$ cat src/sv/pli_pkg.sv
`default_nettype none

package pli_pkg;

    localparam int VALUE_W    = 32;
    localparam int INDEX_W    = 4;
    localparam int POINTS_W   = 5;
    localparam int APB_ADDR_W = 3;
    localparam int APB_DATA_W = 32;
    localparam int PROD_W     = 2 * VALUE_W;
    localparam int DIV_CNT_W  = 6;
    localparam int SUM_W      = VALUE_W + 4;

    typedef logic signed [VALUE_W-1:0] t_value;
    typedef logic [0:0]                t_opcode;
    typedef logic [INDEX_W-1:0]        t_index;
    typedef logic [POINTS_W-1:0]       t_points;
    typedef logic [APB_ADDR_W-3:0]     t_reg_idx;

    localparam t_opcode OP_LOAD  = 1'b0;
    localparam t_opcode OP_QUERY = 1'b1;

    localparam t_reg_idx REG_POINTS = 1'b0;

    localparam t_points POINTS_RESET = 5'd2;

    // quotient cap; anything at or above it saturates the same way
    localparam logic [VALUE_W+1:0] QUO_CAP = {2'b10, {VALUE_W{1'b0}}};

    localparam logic signed [SUM_W-1:0] SAT_HI = {{(SUM_W-VALUE_W+1){1'b0}}, {(VALUE_W-1){1'b1}}};
    localparam logic signed [SUM_W-1:0] SAT_LO = ~SAT_HI;

endpackage

`default_nettype wire

$ cat src/sv/pli_if.sv
`default_nettype none

interface pli_in_if;
    logic              valid;
    logic              ready;
    pli_pkg::t_opcode  opcode;
    pli_pkg::t_index   entry_index;
    pli_pkg::t_value   x_value;
    pli_pkg::t_value   y_value;

    modport source (output valid, output opcode, output entry_index, output x_value,
                    output y_value, input ready);
    modport sink   (input valid, input opcode, input entry_index, input x_value,
                    input y_value, output ready);
endinterface

interface pli_out_if;
    logic              valid;
    logic              ready;
    pli_pkg::t_value   result_value;

    modport source (output valid, output result_value, input ready);
    modport sink   (input valid, input result_value, output ready);
endinterface

`default_nettype wire

$ cat src/sv/pli_cfg.sv
`default_nettype none

module pli_cfg (
    input  wire logic                               i_clk,
    input  wire logic                               i_rst_n,
    input  wire logic                               psel,
    input  wire logic                               penable,
    input  wire logic                               pwrite,
    input  wire logic [pli_pkg::APB_ADDR_W-1:0]     paddr,
    input  wire logic [pli_pkg::APB_DATA_W-1:0]     pwdata,
    output logic      [pli_pkg::APB_DATA_W-1:0]     prdata,
    output logic                                    pready,
    output pli_pkg::t_points                        o_points_in_use
);

    pli_pkg::t_points  r_points;
    pli_pkg::t_reg_idx reg_idx;
    logic              wr_en;

    assign reg_idx = paddr[pli_pkg::APB_ADDR_W-1:2];
    assign wr_en   = psel && penable && pwrite;
    assign pready  = 1'b1;

    always_ff @(posedge i_clk) begin
        if (!i_rst_n) begin
            r_points <= pli_pkg::POINTS_RESET;
        end else if (wr_en && reg_idx == pli_pkg::REG_POINTS) begin
            r_points <= pwdata[pli_pkg::POINTS_W-1:0];
        end
    end

    always_comb begin
        case (reg_idx)
            pli_pkg::REG_POINTS: begin
                prdata = {{(pli_pkg::APB_DATA_W-pli_pkg::POINTS_W){1'b0}}, r_points};
            end
            default: begin
                prdata = '0;
            end
        endcase
    end

    assign o_points_in_use = r_points;

endmodule

`default_nettype wire

$ cat src/sv/pli_div.sv
`default_nettype none

// restoring divider, one quotient bit per cycle
module pli_div (
    input  wire logic                            i_clk,
    input  wire logic                            i_rst_n,
    input  wire logic                            i_start,
    input  wire logic [pli_pkg::PROD_W-1:0]      i_dividend,
    input  wire logic [pli_pkg::VALUE_W-1:0]     i_divisor,
    output logic                                 o_done,
    output logic      [pli_pkg::PROD_W-1:0]      o_quotient
);

    logic                             r_busy;
    logic                             r_done;
    logic [pli_pkg::DIV_CNT_W-1:0]    r_cnt;
    logic [pli_pkg::VALUE_W-1:0]      r_rem;
    logic [pli_pkg::PROD_W-1:0]       r_quo;

    logic [pli_pkg::VALUE_W:0]        cur;
    logic [pli_pkg::VALUE_W:0]        diff;
    logic                             ge;
    logic [pli_pkg::VALUE_W-1:0]      n_rem;
    logic [pli_pkg::PROD_W-1:0]       n_quo;

    always_comb begin
        cur   = {r_rem, r_quo[pli_pkg::PROD_W-1]};
        diff  = cur - {1'b0, i_divisor};
        ge    = !diff[pli_pkg::VALUE_W];
        n_rem = ge ? diff[pli_pkg::VALUE_W-1:0] : cur[pli_pkg::VALUE_W-1:0];
        n_quo = {r_quo[pli_pkg::PROD_W-2:0], ge};
    end

    always_ff @(posedge i_clk) begin
        if (!i_rst_n) begin
            r_busy <= 1'b0;
            r_done <= 1'b0;
            r_cnt  <= '0;
        end else begin
            r_done <= 1'b0;
            if (i_start) begin
                r_busy <= 1'b1;
                r_cnt  <= '0;
            end else if (r_busy) begin
                r_cnt <= r_cnt + pli_pkg::DIV_CNT_W'(1);
                if (&r_cnt) begin
                    r_busy <= 1'b0;
                    r_done <= 1'b1;
                end
            end
        end
    end

    always_ff @(posedge i_clk) begin
        if (i_start) begin
            r_rem <= '0;
            r_quo <= i_dividend;
        end else if (r_busy) begin
            r_rem <= n_rem;
            r_quo <= n_quo;
        end
    end

    assign o_done     = r_done;
    assign o_quotient = r_quo;

endmodule

`default_nettype wire

$ cat src/sv/piecewise_linear_interpolator.sv
`default_nettype none

// Channel   Dir  Handshake      Payload
// i_in      in   valid/ready    opcode, entry_index, x_value, y_value
// o_out     out  valid/ready    result_value
// APB       in   psel/penable   paddr, pwdata -> prdata (points_in_use at 0x0)
//
// Load transaction: table written at the accept edge.
// Query transaction: o_out.valid follows a scan of the n points in use, one entry per
// cycle, and then a serial divide; clamps skip the divide.
// Synchronous active-low reset; points_in_use resets to 2, table is unset.
// i_in.ready is high only while idle; a finished result waits in the output
// register, and the next transaction is taken while it is still pending.
module piecewise_linear_interpolator #(
    parameter int MAX_POINTS = 16
) (
    input  wire logic                            i_clk,
    input  wire logic                            i_rst_n,
    pli_in_if.sink                               i_in,
    pli_out_if.source                            o_out,
    input  wire logic                            psel,
    input  wire logic                            penable,
    input  wire logic                            pwrite,
    input  wire logic [pli_pkg::APB_ADDR_W-1:0]  paddr,
    input  wire logic [pli_pkg::APB_DATA_W-1:0]  pwdata,
    output logic      [pli_pkg::APB_DATA_W-1:0]  prdata,
    output logic                                 pready
);

    localparam int IW = $clog2(MAX_POINTS);

    typedef enum logic [8:0] {
        S_IDLE  = 9'b000000001,
        S_LAST  = 9'b000000010,
        S_FIRST = 9'b000000100,
        S_SCAN  = 9'b000001000,
        S_ABS   = 9'b000010000,
        S_MUL   = 9'b000100000,
        S_DIV   = 9'b001000000,
        S_SUM   = 9'b010000000,
        S_DONE  = 9'b100000000
    } t_state;

    t_state                           r_state, n_state;
    logic                             r_out_valid, n_out_valid;
    pli_pkg::t_value                  r_out_val;

    pli_pkg::t_value                  r_x_mem [MAX_POINTS];
    pli_pkg::t_value                  r_y_mem [MAX_POINTS];
    pli_pkg::t_value                  r_xr, r_yr;

    logic [IW-1:0]                    r_addr, r_idx, r_last;
    pli_pkg::t_value                  r_q, r_xlast, r_xp, r_yp, r_y0, r_res;
    logic                             r_asc, r_neg, r_div_start;
    logic signed [pli_pkg::VALUE_W:0] r_dy, r_t, r_dx;
    logic [pli_pkg::VALUE_W-1:0]      r_ma, r_mb, r_md;
    logic [pli_pkg::PROD_W-1:0]       r_prod;

    pli_pkg::t_points                 points;
    logic                             div_done;
    logic [pli_pkg::PROD_W-1:0]       quo;

    logic                             in_fire, load_wr;
    logic [31:0]                      idx_ext, pu_ext, last_ext;
    logic                             asc_now, hit, at_last;
    logic signed [pli_pkg::VALUE_W:0] dy_w, t_w, dx_w;
    logic [pli_pkg::VALUE_W:0]        ma_w, mb_w, md_w;
    logic [pli_pkg::VALUE_W+1:0]      quo_cap;
    logic signed [pli_pkg::SUM_W-1:0] y0_e, q_e, sum_w, sat_w;
    logic                             slot_free;

    pli_cfg u_cfg (
        .i_clk           (i_clk),
        .i_rst_n         (i_rst_n),
        .psel            (psel),
        .penable         (penable),
        .pwrite          (pwrite),
        .paddr           (paddr),
        .pwdata          (pwdata),
        .prdata          (prdata),
        .pready          (pready),
        .o_points_in_use (points)
    );

    pli_div u_div (
        .i_clk      (i_clk),
        .i_rst_n    (i_rst_n),
        .i_start    (r_div_start),
        .i_dividend (r_prod),
        .i_divisor  (r_md),
        .o_done     (div_done),
        .o_quotient (quo)
    );

    assign i_in.ready         = (r_state == S_IDLE);
    assign in_fire            = i_in.valid && i_in.ready;
    assign o_out.valid        = r_out_valid;
    assign o_out.result_value = r_out_val;
    assign slot_free          = !r_out_valid || o_out.ready;

    always_comb begin
        idx_ext  = 32'(i_in.entry_index);
        load_wr  = in_fire && (i_in.opcode == pli_pkg::OP_LOAD) &&
                   (idx_ext < 32'(MAX_POINTS));
        pu_ext   = 32'(points);
        if (pu_ext == 32'd0) begin
            last_ext = 32'd0;
        end else if (pu_ext > 32'(MAX_POINTS)) begin
            last_ext = 32'(MAX_POINTS - 1);
        end else begin
            last_ext = pu_ext - 32'd1;
        end
    end

    // table memories, one read port each
    always_ff @(posedge i_clk) begin
        if (load_wr) begin
            r_x_mem[idx_ext[IW-1:0]] <= i_in.x_value;
            r_y_mem[idx_ext[IW-1:0]] <= i_in.y_value;
        end
        r_xr <= r_x_mem[r_addr];
        r_yr <= r_y_mem[r_addr];
    end

    always_comb begin
        asc_now = (r_idx == '0) ? (r_xr < r_xlast) : r_asc;
        hit     = asc_now ? (r_q <= r_xr) : (r_q >= r_xr);
        at_last = (r_idx == r_last);
        dy_w    = {r_yr[pli_pkg::VALUE_W-1], r_yr} - {r_yp[pli_pkg::VALUE_W-1], r_yp};
        t_w     = {r_q[pli_pkg::VALUE_W-1], r_q} - {r_xp[pli_pkg::VALUE_W-1], r_xp};
        dx_w    = {r_xr[pli_pkg::VALUE_W-1], r_xr} - {r_xp[pli_pkg::VALUE_W-1], r_xp};
        ma_w    = r_dy[pli_pkg::VALUE_W] ? -r_dy : r_dy;
        mb_w    = r_t[pli_pkg::VALUE_W]  ? -r_t  : r_t;
        md_w    = r_dx[pli_pkg::VALUE_W] ? -r_dx : r_dx;
        quo_cap = (|quo[pli_pkg::PROD_W-1:pli_pkg::VALUE_W+1]) ? pli_pkg::QUO_CAP
                                                               : quo[pli_pkg::VALUE_W+1:0];
        y0_e    = {{(pli_pkg::SUM_W-pli_pkg::VALUE_W){r_y0[pli_pkg::VALUE_W-1]}}, r_y0};
        q_e     = {{(pli_pkg::SUM_W-pli_pkg::VALUE_W-2){1'b0}}, quo_cap};
        sum_w   = r_neg ? (y0_e - q_e) : (y0_e + q_e);
        if (sum_w > pli_pkg::SAT_HI) begin
            sat_w = pli_pkg::SAT_HI;
        end else if (sum_w < pli_pkg::SAT_LO) begin
            sat_w = pli_pkg::SAT_LO;
        end else begin
            sat_w = sum_w;
        end
    end

    always_comb begin
        n_state     = r_state;
        n_out_valid = r_out_valid && !o_out.ready;
        case (r_state)
            S_IDLE: begin
                if (in_fire && i_in.opcode == pli_pkg::OP_QUERY) begin
                    n_state = S_LAST;
                end
            end
            S_LAST: begin
                n_state = S_FIRST;
            end
            S_FIRST: begin
                n_state = S_SCAN;
            end
            S_SCAN: begin
                if (hit) begin
                    n_state = (r_idx == '0) ? S_DONE : S_ABS;
                end else if (at_last) begin
                    n_state = S_DONE;
                end
            end
            S_ABS: begin
                n_state = (md_w == '0) ? S_DONE : S_MUL;
            end
            S_MUL: begin
                n_state = S_DIV;
            end
            S_DIV: begin
                if (div_done) begin
                    n_state = S_SUM;
                end
            end
            S_SUM: begin
                n_state = S_DONE;
            end
            S_DONE: begin
                if (slot_free) begin
                    n_state     = S_IDLE;
                    n_out_valid = 1'b1;
                end
            end
            default: begin
                n_state = S_IDLE;
            end
        endcase
    end

    always_ff @(posedge i_clk) begin
        if (!i_rst_n) begin
            r_state     <= S_IDLE;
            r_out_valid <= 1'b0;
            r_div_start <= 1'b0;
        end else begin
            r_state     <= n_state;
            r_out_valid <= n_out_valid;
            r_div_start <= (r_state == S_MUL);
        end
    end

    always_ff @(posedge i_clk) begin
        case (r_state)
            S_IDLE: begin
                r_addr <= last_ext[IW-1:0];
                r_last <= last_ext[IW-1:0];
                r_q    <= i_in.x_value;
            end
            S_LAST: begin
                r_addr <= '0;
            end
            S_FIRST: begin
                r_xlast <= r_xr;
                r_addr  <= r_addr + IW'(1);
                r_idx   <= '0;
            end
            S_SCAN: begin
                r_addr <= r_addr + IW'(1);
                if (r_idx == '0) begin
                    r_asc <= asc_now;
                end
                if (hit) begin
                    r_res <= r_yr;
                    r_y0  <= r_yp;
                    r_dy  <= dy_w;
                    r_t   <= t_w;
                    r_dx  <= dx_w;
                end else if (at_last) begin
                    r_res <= r_yr;
                end else begin
                    r_xp  <= r_xr;
                    r_yp  <= r_yr;
                    r_idx <= r_idx + IW'(1);
                end
            end
            S_ABS: begin
                r_res <= r_y0;
                r_ma  <= ma_w[pli_pkg::VALUE_W-1:0];
                r_mb  <= mb_w[pli_pkg::VALUE_W-1:0];
                r_md  <= md_w[pli_pkg::VALUE_W-1:0];
                r_neg <= r_dy[pli_pkg::VALUE_W] ^ r_t[pli_pkg::VALUE_W] ^ r_dx[pli_pkg::VALUE_W];
            end
            S_MUL: begin
                r_prod <= r_ma * r_mb;
            end
            S_SUM: begin
                r_res <= sat_w[pli_pkg::VALUE_W-1:0];
            end
            S_DONE: begin
                if (slot_free) begin
                    r_out_val <= r_res;
                end
            end
            default: begin
            end
        endcase
    end

endmodule

`default_nettype wire

$ cat src/flat_wrapper.sv
// flat-port wrapper written by rule: the top's interface ports become plain ports
module piecewise_linear_interpolator_flat 
#(
    parameter int MAX_POINTS = 16
)
  (i_clk, i_rst_n, psel, penable, pwrite, paddr, pwdata, prdata, pready, i_in_valid, i_in_opcode, i_in_entry_index, i_in_x_value, i_in_y_value, i_in_ready, o_out_valid, o_out_result_value, o_out_ready);
  pli_in_if i_in_i ();
  pli_out_if o_out_i ();
  input  wire logic i_clk;
  input  wire logic i_rst_n;
  input  wire logic psel;
  input  wire logic penable;
  input  wire logic pwrite;
  input  wire logic [pli_pkg::APB_ADDR_W-1:0] paddr;
  input  wire logic [pli_pkg::APB_DATA_W-1:0] pwdata;
  output logic      [pli_pkg::APB_DATA_W-1:0] prdata;
  output logic pready;
  input wire logic [$bits(i_in_i.valid)-1:0] i_in_valid;
  input wire logic [$bits(i_in_i.opcode)-1:0] i_in_opcode;
  input wire logic [$bits(i_in_i.entry_index)-1:0] i_in_entry_index;
  input wire logic [$bits(i_in_i.x_value)-1:0] i_in_x_value;
  input wire logic [$bits(i_in_i.y_value)-1:0] i_in_y_value;
  output wire logic [$bits(i_in_i.ready)-1:0] i_in_ready;
  output wire logic [$bits(o_out_i.valid)-1:0] o_out_valid;
  output wire logic [$bits(o_out_i.result_value)-1:0] o_out_result_value;
  input wire logic [$bits(o_out_i.ready)-1:0] o_out_ready;
  assign i_in_i.valid = i_in_valid;
  assign i_in_i.opcode = i_in_opcode;
  assign i_in_i.entry_index = i_in_entry_index;
  assign i_in_i.x_value = i_in_x_value;
  assign i_in_i.y_value = i_in_y_value;
  assign i_in_ready = i_in_i.ready;
  assign o_out_valid = o_out_i.valid;
  assign o_out_result_value = o_out_i.result_value;
  assign o_out_i.ready = o_out_ready;
  piecewise_linear_interpolator #(.MAX_POINTS(MAX_POINTS)) u_core (.i_clk(i_clk), .i_rst_n(i_rst_n), .i_in(i_in_i), .o_out(o_out_i), .psel(psel), .penable(penable), .pwrite(pwrite), .paddr(paddr), .pwdata(pwdata), .prdata(prdata), .pready(pready));
endmodule
$ cat config.mk
export PLATFORM = sky130hd
export DESIGN_NAME = piecewise_linear_interpolator_flat
export DESIGN_NICKNAME = d
export VERILOG_FILES = /design/src/sv/pli_pkg.sv /design/src/sv/pli_if.sv /design/src/sv/pli_cfg.sv /design/src/sv/pli_div.sv /design/src/sv/piecewise_linear_interpolator.sv /design/src/flat_wrapper.sv
export SDC_FILE = /design/constraint.sdc
export NUM_CORES = 2
export LEC_CHECK = 0
export BUFFER_PORTS_ARGS = -buffer_cell sky130_fd_sc_hd__buf_2
export CAP_MARGIN = 5
export CORE_UTILIZATION = 40
export CTS_BUF_LIST = sky130_fd_sc_hd__clkbuf_4 sky130_fd_sc_hd__clkbuf_8 sky130_fd_sc_hd__clkbuf_16
export CTS_CLUSTER_SIZE = 10
export DETAILED_ROUTE_END_ITERATION = 8
export GPL_TIMING_DRIVEN = 0
export PLACE_DENSITY = 0.57
export SYNTH_ARGS = -nofsm -noshare
export SYNTH_HDL_FRONTEND = slang
export SYNTH_SLANG_ARGS = --single-unit
$ cat constraint.sdc
create_clock -name i_clk -period 10.69 [get_ports i_clk]
set_clock_uncertainty 0.05 [all_clocks]
set_input_delay 2.138 -clock i_clk [delete_from_list [all_inputs] [get_ports i_clk]]
set_output_delay 2.138 -clock i_clk [all_outputs]
set_load 0.02 [all_outputs]
## Word-level counts from Yosys, hierarchy flattened

Memory sizes are Yosys's and may differ from the RTL's. A register that Yosys moved wholly into a read port is not among the register bits.
Cells that the tools add are included.
Widths: inputs -> output; s select.

| cells by class | value |
|---|---|
| add/subtract/negate cells | 13 |
| multipliers | 1 |
| $lt $le $gt $ge | 6 |
| eq/ne operators | 16 |
| multiplexer cells | 38 |
| bitwise operators | 8 |
| reduce and logical (&&, ||, !) cells | 30 |

Operator list:

| cell | count |
|---|---|
| $mux 32 | 7 |
| $mux 64 | 2 |
| $sub 32x32->33 | 3 |
| $pmux 32 s3 | 1 |
| $pmux 9 s9 | 1 |
| $mul 32x32->64 | 1 |
| $neg 32->32 | 2 |
| $mux 9 | 7 |
| $add 32x35->36 | 1 |
| $gt 36x32->1 const B | 1 |
| $lt 36x32->1 const B | 1 |
| $mux 36 | 1 |
| $sub 32x35->36 | 1 |
| $mux 34 | 1 |
| $logic_not 33->1 | 1 |
| $mux 33 | 1 |
| $neg 33->33 | 1 |
| $sub 33x32->33 | 1 |
| $ge 32x32->1 | 1 |
| $le 32x32->1 | 1 |
| $lt 32x32->1 | 1 |
| $reduce_or 31->1 | 1 |
| $mux 4 | 4 |
| $pmux 4 s3 | 1 |
| 35 further kinds | 69 |

| word-level totals | value |
|---|---|
| bits in registers | 617 |
| RAM bits | 1024 |
| input port bits | 111 |
| output and inout bits | 67 |
| logic and storage cells | 142 |
| memories kept | 2 |

Memories:

| memory | depth | bits a word | read ports | clocked after Yosys merged registers in | write ports | RTL line | source |
|---|---|---|---|---|---|---|---|
| u_core.r_x_mem | 16 | 32 | 1 | 1 | 1 | piecewise_linear_interpolator.sv:48 | `pli_pkg::t_value r_x_mem [MAX_POINTS];` |
| u_core.r_y_mem | 16 | 32 | 1 | 1 | 1 | piecewise_linear_interpolator.sv:49 | `pli_pkg::t_value r_y_mem [MAX_POINTS];` |

## Longest topological paths before layout

| logic depth | value |
|---|---|
| depth in word-level cells | 8 |
| depth in mapped cells | 28 |
| gate-level depth less buffers | 27 |

## Cells and area by module

Synthesis repeated with hierarchy kept, for this count alone.

| unflattened totals | value |
|---|---|
| cell total of the unflattened synthesis | 8728 |
| area, all modules | 107484.3 µm² |

By module, submodules not included:

| module | instances | cells each | area an instance (µm²) | seq. area each (µm²) |
|---|---|---|---|---|
| piecewise_linear_interpolator | 1 | 8094 | 100833.0 | 47175.2 |
| pli_div | 1 | 576 | 6172.2 | 2722.6 |
| pli_cfg | 1 | 58 | 479.2 | 100.1 |

## Worst setup path before layout

No wires, ideal clock.

| timing | value |
|---|---|
| kind | flip-flop to flip-flop |
| start | reg u_core.r_q[26] |
| end | reg u_core.r_state[4] |
| library setup time | 0.094 ns |
| data arrival time | 9.007 ns |
| data required time | 10.546 ns |
| slack | 1.539 ns |
| stages on the path, launching flop included | 11 |
| path buffers | 0 |
| period minus slack after synthesis | 9.151 ns |
| cells stage by stage | edfxtp_1 > ha_1 > a21o_1 > a211o_1 > a2111oi_0 > o21ai_0 > nand2_1 > a2bb2oi_1 > xnor2_1 > a21oi_1 > and3_1 |

| between the ends | value |
|---|---|
| cells in the longest elaborated chain, start to end | 4 |
| elaborated cells on any way between the ends | 7 |
| those cells by class | order compare (2); eq/ne (1); mux (3); reduce/logical (1) |

RTL lines:

| what | RTL line | source |
|---|---|---|
| start: declaration | piecewise_linear_interpolator.sv:53 | `pli_pkg::t_value r_q, r_xlast, r_xp, r_yp, r_y0, r_res;` |
| start signal: assignment | piecewise_linear_interpolator.sv:214 | `r_q <= i_in.x_value;` |
| $ge 32x32->1 or $le 32x32->1 (tied branches) | piecewise_linear_interpolator.sv:127 | `hit = asc_now ? (r_q <= r_xr) : (r_q >= r_xr);` |
| $mux 1 * | piecewise_linear_interpolator.sv:127 |  |
| $mux 9 or $ne 3x1->1 (tied branches) | - |  |
| $pmux 9 s9 or $reduce_and 4->1 (tied branches) | - |  |
| end signal: assignment | piecewise_linear_interpolator.sv:203 | `r_state <= n_state;` |
| end: declaration | piecewise_linear_interpolator.sv:44 | `t_state r_state, n_state;` |

Mark *: on every way between the ends. The rest lies on a longest branch, timed or not.
A chain may end at the register's enable or synchronous reset.

## Final worst setup path

| timing | value |
|---|---|
| start | reg u_core.r_mb[12] (netlist name) |
| end | reg u_core.r_prod[56] (netlist name) (data pin) |

| between the ends | value |
|---|---|
| cells in the longest elaborated chain, start to end | 1 |

RTL lines:

| what | RTL line | source |
|---|---|---|
| start: declaration | piecewise_linear_interpolator.sv:56 | `logic [pli_pkg::VALUE_W-1:0] r_ma, r_mb, r_md;` |
| start signal: assignment | piecewise_linear_interpolator.sv:246 | `r_mb <= mb_w[pli_pkg::VALUE_W-1:0];` |
| $mul 32x32->64 | piecewise_linear_interpolator.sv:251 | `r_prod <= r_ma * r_mb;` |
| end signal: assignment | piecewise_linear_interpolator.sv:251 |  |
| end: declaration | piecewise_linear_interpolator.sv:57 | `logic [pli_pkg::PROD_W-1:0] r_prod;` |

No other way between the ends.

==> summary.md <==
| Metric | Value |
|---|---|
| Die area | `roughly 270000 sq um` |
| Ys async rst share | `0` |
| Reg power frac | `0.451` |
| Maximum vdd ir drop | `between 0.00015 and 0.0002 V` |
| Postcts setup bufs | `0` |
| Netlist Area Pre-Place | `~110000 sq um` |
| CORE AREA | `268000 sq um` |
| Cells after Synth | `roughly 8800` |
| Post-route cell area | `120000 sq um` |
| Hold Crit Depth | `0` |
| DP Area | `around 110000 sq um` |
| Unique masters post-synth | `between 100 and 150` |
| Hold Path Class | `register to register` |
| Top area cells in the synthesized netlist | `edfxtp_1, fa_1, ha_1` |
| CP max FO | `10` |
| Initial antenna violation count | `45` |
| Synthesis-to-finish area growth | `11.8%` |
| Residual DRC count | `0` |
| Critical Path End Type | `register` |
| Max Slew Vio Count | `0` |
| Yosys reg bits | `about 1700` |
| Chip width | `521 microns` |
| Setup TNS | `0 ns` |
| Post-DP HPWL | `between 200000 and 300000 microns` |
| Leakage | `between 40 and 50 nW` |
| Final wirelength | `326000 microns` |
| Fraction of layout cells with a size suffix above 1 | `0.0927` |
| Synth top area share | `0.442` |
| Reg clk slew, reported paths | `0.05 ns` |
| Layout filler cell count | `about 25000` |
| Int Power | `~13 mW` |
| Final weighted congestion in routability-driven placement | `0.993` |
| Num Clock Sinks | `1705` |
| Number of detailed-route iterations in the first pass | `7` |
| Remaining antenna violation count after routing | `0` |
| Row count | `190` |
| Crit path time final | `around 10 ns` |
| Worst Setup Start Kind | `register` |
| Crit path kind | `register to register` |
| Global-route wire length before repair | `~480000 microns` |
| Largest net degree at the start of global routing | `65` |
| Per-cell routed wire length | `25.3 microns` |
| H-tree depth | `4` |
| Worst skew pair latency | `between 0.8 and 0.9 ns` |
| Combinational cell fraction of total power | `0.203` |
| Num CTS Buffers | `about 190` |
| Vias in the first global route | `just over 70000` |
| Initial Util | `0.402` |
| Via/cell ratio | `roughly 5.4` |
| Starting DRT DRC Count | `about 5500` |
| Global-route total usage across every layer | `0.241` |
| P_sw | `approximately 5.2 mW` |
| Vias | `70200` |
| Die Span Y | `between 500 and 600 microns` |
| Post-CTS Resized | `0` |
| Synthesized area per cell | `12.3 sq um` |
| Port Buf Inserts | `120` |
| Worst Tran Pin Value | `between 1 and 1.5 ns` |
| Sw frac | `0.291` |
| CTS root buffer | `clkbuf_16` |
| Tcrit/Tclk final | `0.951` |
| PnR worst setup slack | `about 0.53 ns` |
| Ys Warns | `0` |
| MaxCap Viol Count | `0` |
| Hold_buf cts | `0` |
| Hold_ws | `0.367 ns` |
| GRT overflow | `0` |
| Final Power | `between 15 and 20 mW` |
| Clock tree from TritonCTS | `built` |
| Ys flop type | `edfxtp_1` |
| Fin. Hold Viols | `0` |
| Relative slew margins | `0.113` |
| Clock Path Buffers | `3` |
| Sequential-to-total area share from yosys stat | `0.465` |
| Final setup viols | `0` |
| FF-to-FF path depth | `25` |
| Clock power frac | `0.347` |
| Pwr Density | `approximately 150 nW/um^2` |
| Final nets | `roughly 11000` |
| RSZ-0062 raised after global routing | `no` |
| Pre-CTS setup slack | `approximately 0.23 ns` |
| Arrival time at the worst endpoint | `10.76 ns` |
| F_max | `0.0984 GHz` |
| Outcome | `finished clean` |
| Area leader, netlist | `edfxtp_1` |
| WP data required | `11.29 ns` |
| I/O Pins | `between 150 and 200` |
| Post-synth EDFFs | `between 1500 and 2000` |
==> flip-flops by register name, summed over array words and instances, names as in the netlist, 33 cells and up <==
signal / flops
u_core.r_x_mem: 512
u_core.u_div.o_quotient: 64
u_core.r_dx: 33
u_core.r_t: 33
u_core.r_prod: 64
u_core.r_dy: 33
u_core.r_y_mem: 512
==> placed cells by master, fill, tap and decap left out, types with 52 or more instances in the layout <==
| cell | count |
|---|---|
| edfxtp_1 | 1585 |
| inv_1 | 1191 |
| nand2_1 | 934 |
| fa_1 | 901 |
| ha_1 | 498 |
| and2_1 | 391 |
| clkbuf_1 | 331 |
| o21ai_0 | 316 |
| a21oi_1 | 287 |
| nor2_1 | 243 |
| xnor2_1 | 237 |
| mux2i_1 | 222 |
| clkbuf_16 | 194 |
| mux4_2 | 128 |
| mux2_2 | 126 |
| buf_2 | 125 |
| dfxtp_1 | 120 |
| a21o_1 | 113 |
| a22oi_1 | 99 |
| xor2_1 | 82 |
| nand3_1 | 75 |
| clkbuf_4 | 74 |
| a221oi_1 | 69 |
| nor3_1 | 67 |
| a211oi_1 | 52 |
| o211ai_1 | 52 |
==> metal layers <==
layer / vias to the layer above / global-route usage / wire length (microns)
met5: - / 0 / 265
met4: 40 / 0.0882 / 13000
met3: 566 / 0.0467 / 23400
met2: 2533 / 0.401 / 157000
met1: 36000 / 0.311 / 132000
li1: 31000 / - / -
==> Yosys cell counts (all sizes together), types with 40 or more instances <==
| cell type | number |
|---|---|
| edfxtp | 1585 |
| inv | 1192 |
| nand2 | 934 |
| fa | 901 |
| ha | 498 |
| and2 | 392 |
| clkbuf | 338 |
| o21ai | 318 |
| a21oi | 289 |
| nor2 | 255 |
| xnor2 | 237 |
| mux2i | 222 |
| mux4 | 128 |
| mux2 | 126 |
| dfxtp | 120 |
| a21o | 114 |
| a22oi | 99 |
| xor2 | 82 |
| nand3 | 76 |
| nor3 | 72 |
| buf | 70 |
| a221oi | 69 |
| a211oi | 52 |
| o211ai | 52 |
| nand2b | 44 |
| o21a | 44 |
| or3 | 40 |
==> stage by stage <==
step | util | std cells
final | 0.449 | 12900
after global routing | 0.449 | 12900
after CTS | 0.449 | 12900
after detailed placement | 0.427 | 12600
after global placement | 0.421 | 12500
after floorplan | - | 8808
==> worst max-delay path: stages, from the launching register on <==
cell      delay, ns
edfxtp_1       0.79
clkbuf_1       0.90
nand2_1        0.20
fa_1           0.56
inv_1          0.05
fa_1           0.49
inv_1          0.06
fa_1           0.50
fa_1           0.39
inv_1          0.08
fa_1           0.43
fa_1           0.52
fa_1           0.69
fa_1           0.48
ha_1           0.28
clkbuf_1       0.28
nand2_1        0.16
o311ai_0       0.62
a311oi_1       0.24
nor4_1         0.33
a21boi_1       0.67
nor4b_1        0.25
a21oi_1        0.36
nor2_1         0.12
o21ai_0        0.25
xor2_1         0.24
==> worst paths after layout <==
kind                                              to  slack (ns)                       start
max                      u_core.r_prod[56]$_DFFE_PP_        0.53   u_core.r_mb[12]$_DFFE_PN_
min reg2reg  u_core.o_out.result_value[30]$_DFFE_PP_        0.37  u_core.r_res[30]$_DFFE_PP_
min          u_core.o_out.result_value[30]$_DFFE_PP_        0.37  u_core.r_res[30]$_DFFE_PP_
max reg2reg              u_core.r_prod[56]$_DFFE_PP_        0.53   u_core.r_mb[12]$_DFFE_PN_
==> power groups by stage <==
stage                     clock network [mW]  registers (mW)  logic [mW]
after floorplan                            0            7.96        2.37
after global placement                     0            8.19        3.53
after detailed placement                   0            8.19        3.62
after CTS                               6.31            8.05        3.64
after global routing                    6.55            8.07        3.95
final                                   6.20            8.05        3.62
==> layout make-up <==
cell class / count / area, sq um / share of cell area
diodes: 17 / 42.5 / 0.000354
clock inverters: 22 / 384 / 0.00319
clock buffers: 276 / 5530 / 0.0460
inverters: 1193 / 4480 / 0.0373
multi-input cells: 5502 / 51700 / 0.430
plain buffers: 408 / 1690 / 0.0141
flip-flops and latches: 1705 / 50000 / 0.416
repair buffers: 203 / 1970 / 0.0164
well taps: 3552 / 4440 / 0.0370
==> cells by family (layout without fill, tap and decap cells) <==
group           Yosys count  in the layout  share of synthesized area
simple gates           2026           2026                     0.0901
flops                  1705           1705                      0.465
buf+inv                1601           2102                     0.0573
fa+ha+maj              1399           1399                      0.226
compound gates         1254           1254                     0.0757
mux                     476            476                     0.0606
xor+xnor                319            319                     0.0260
other cells               2             45                  0.0000698
No activity file was read; power rests on OpenSTA's default activity.
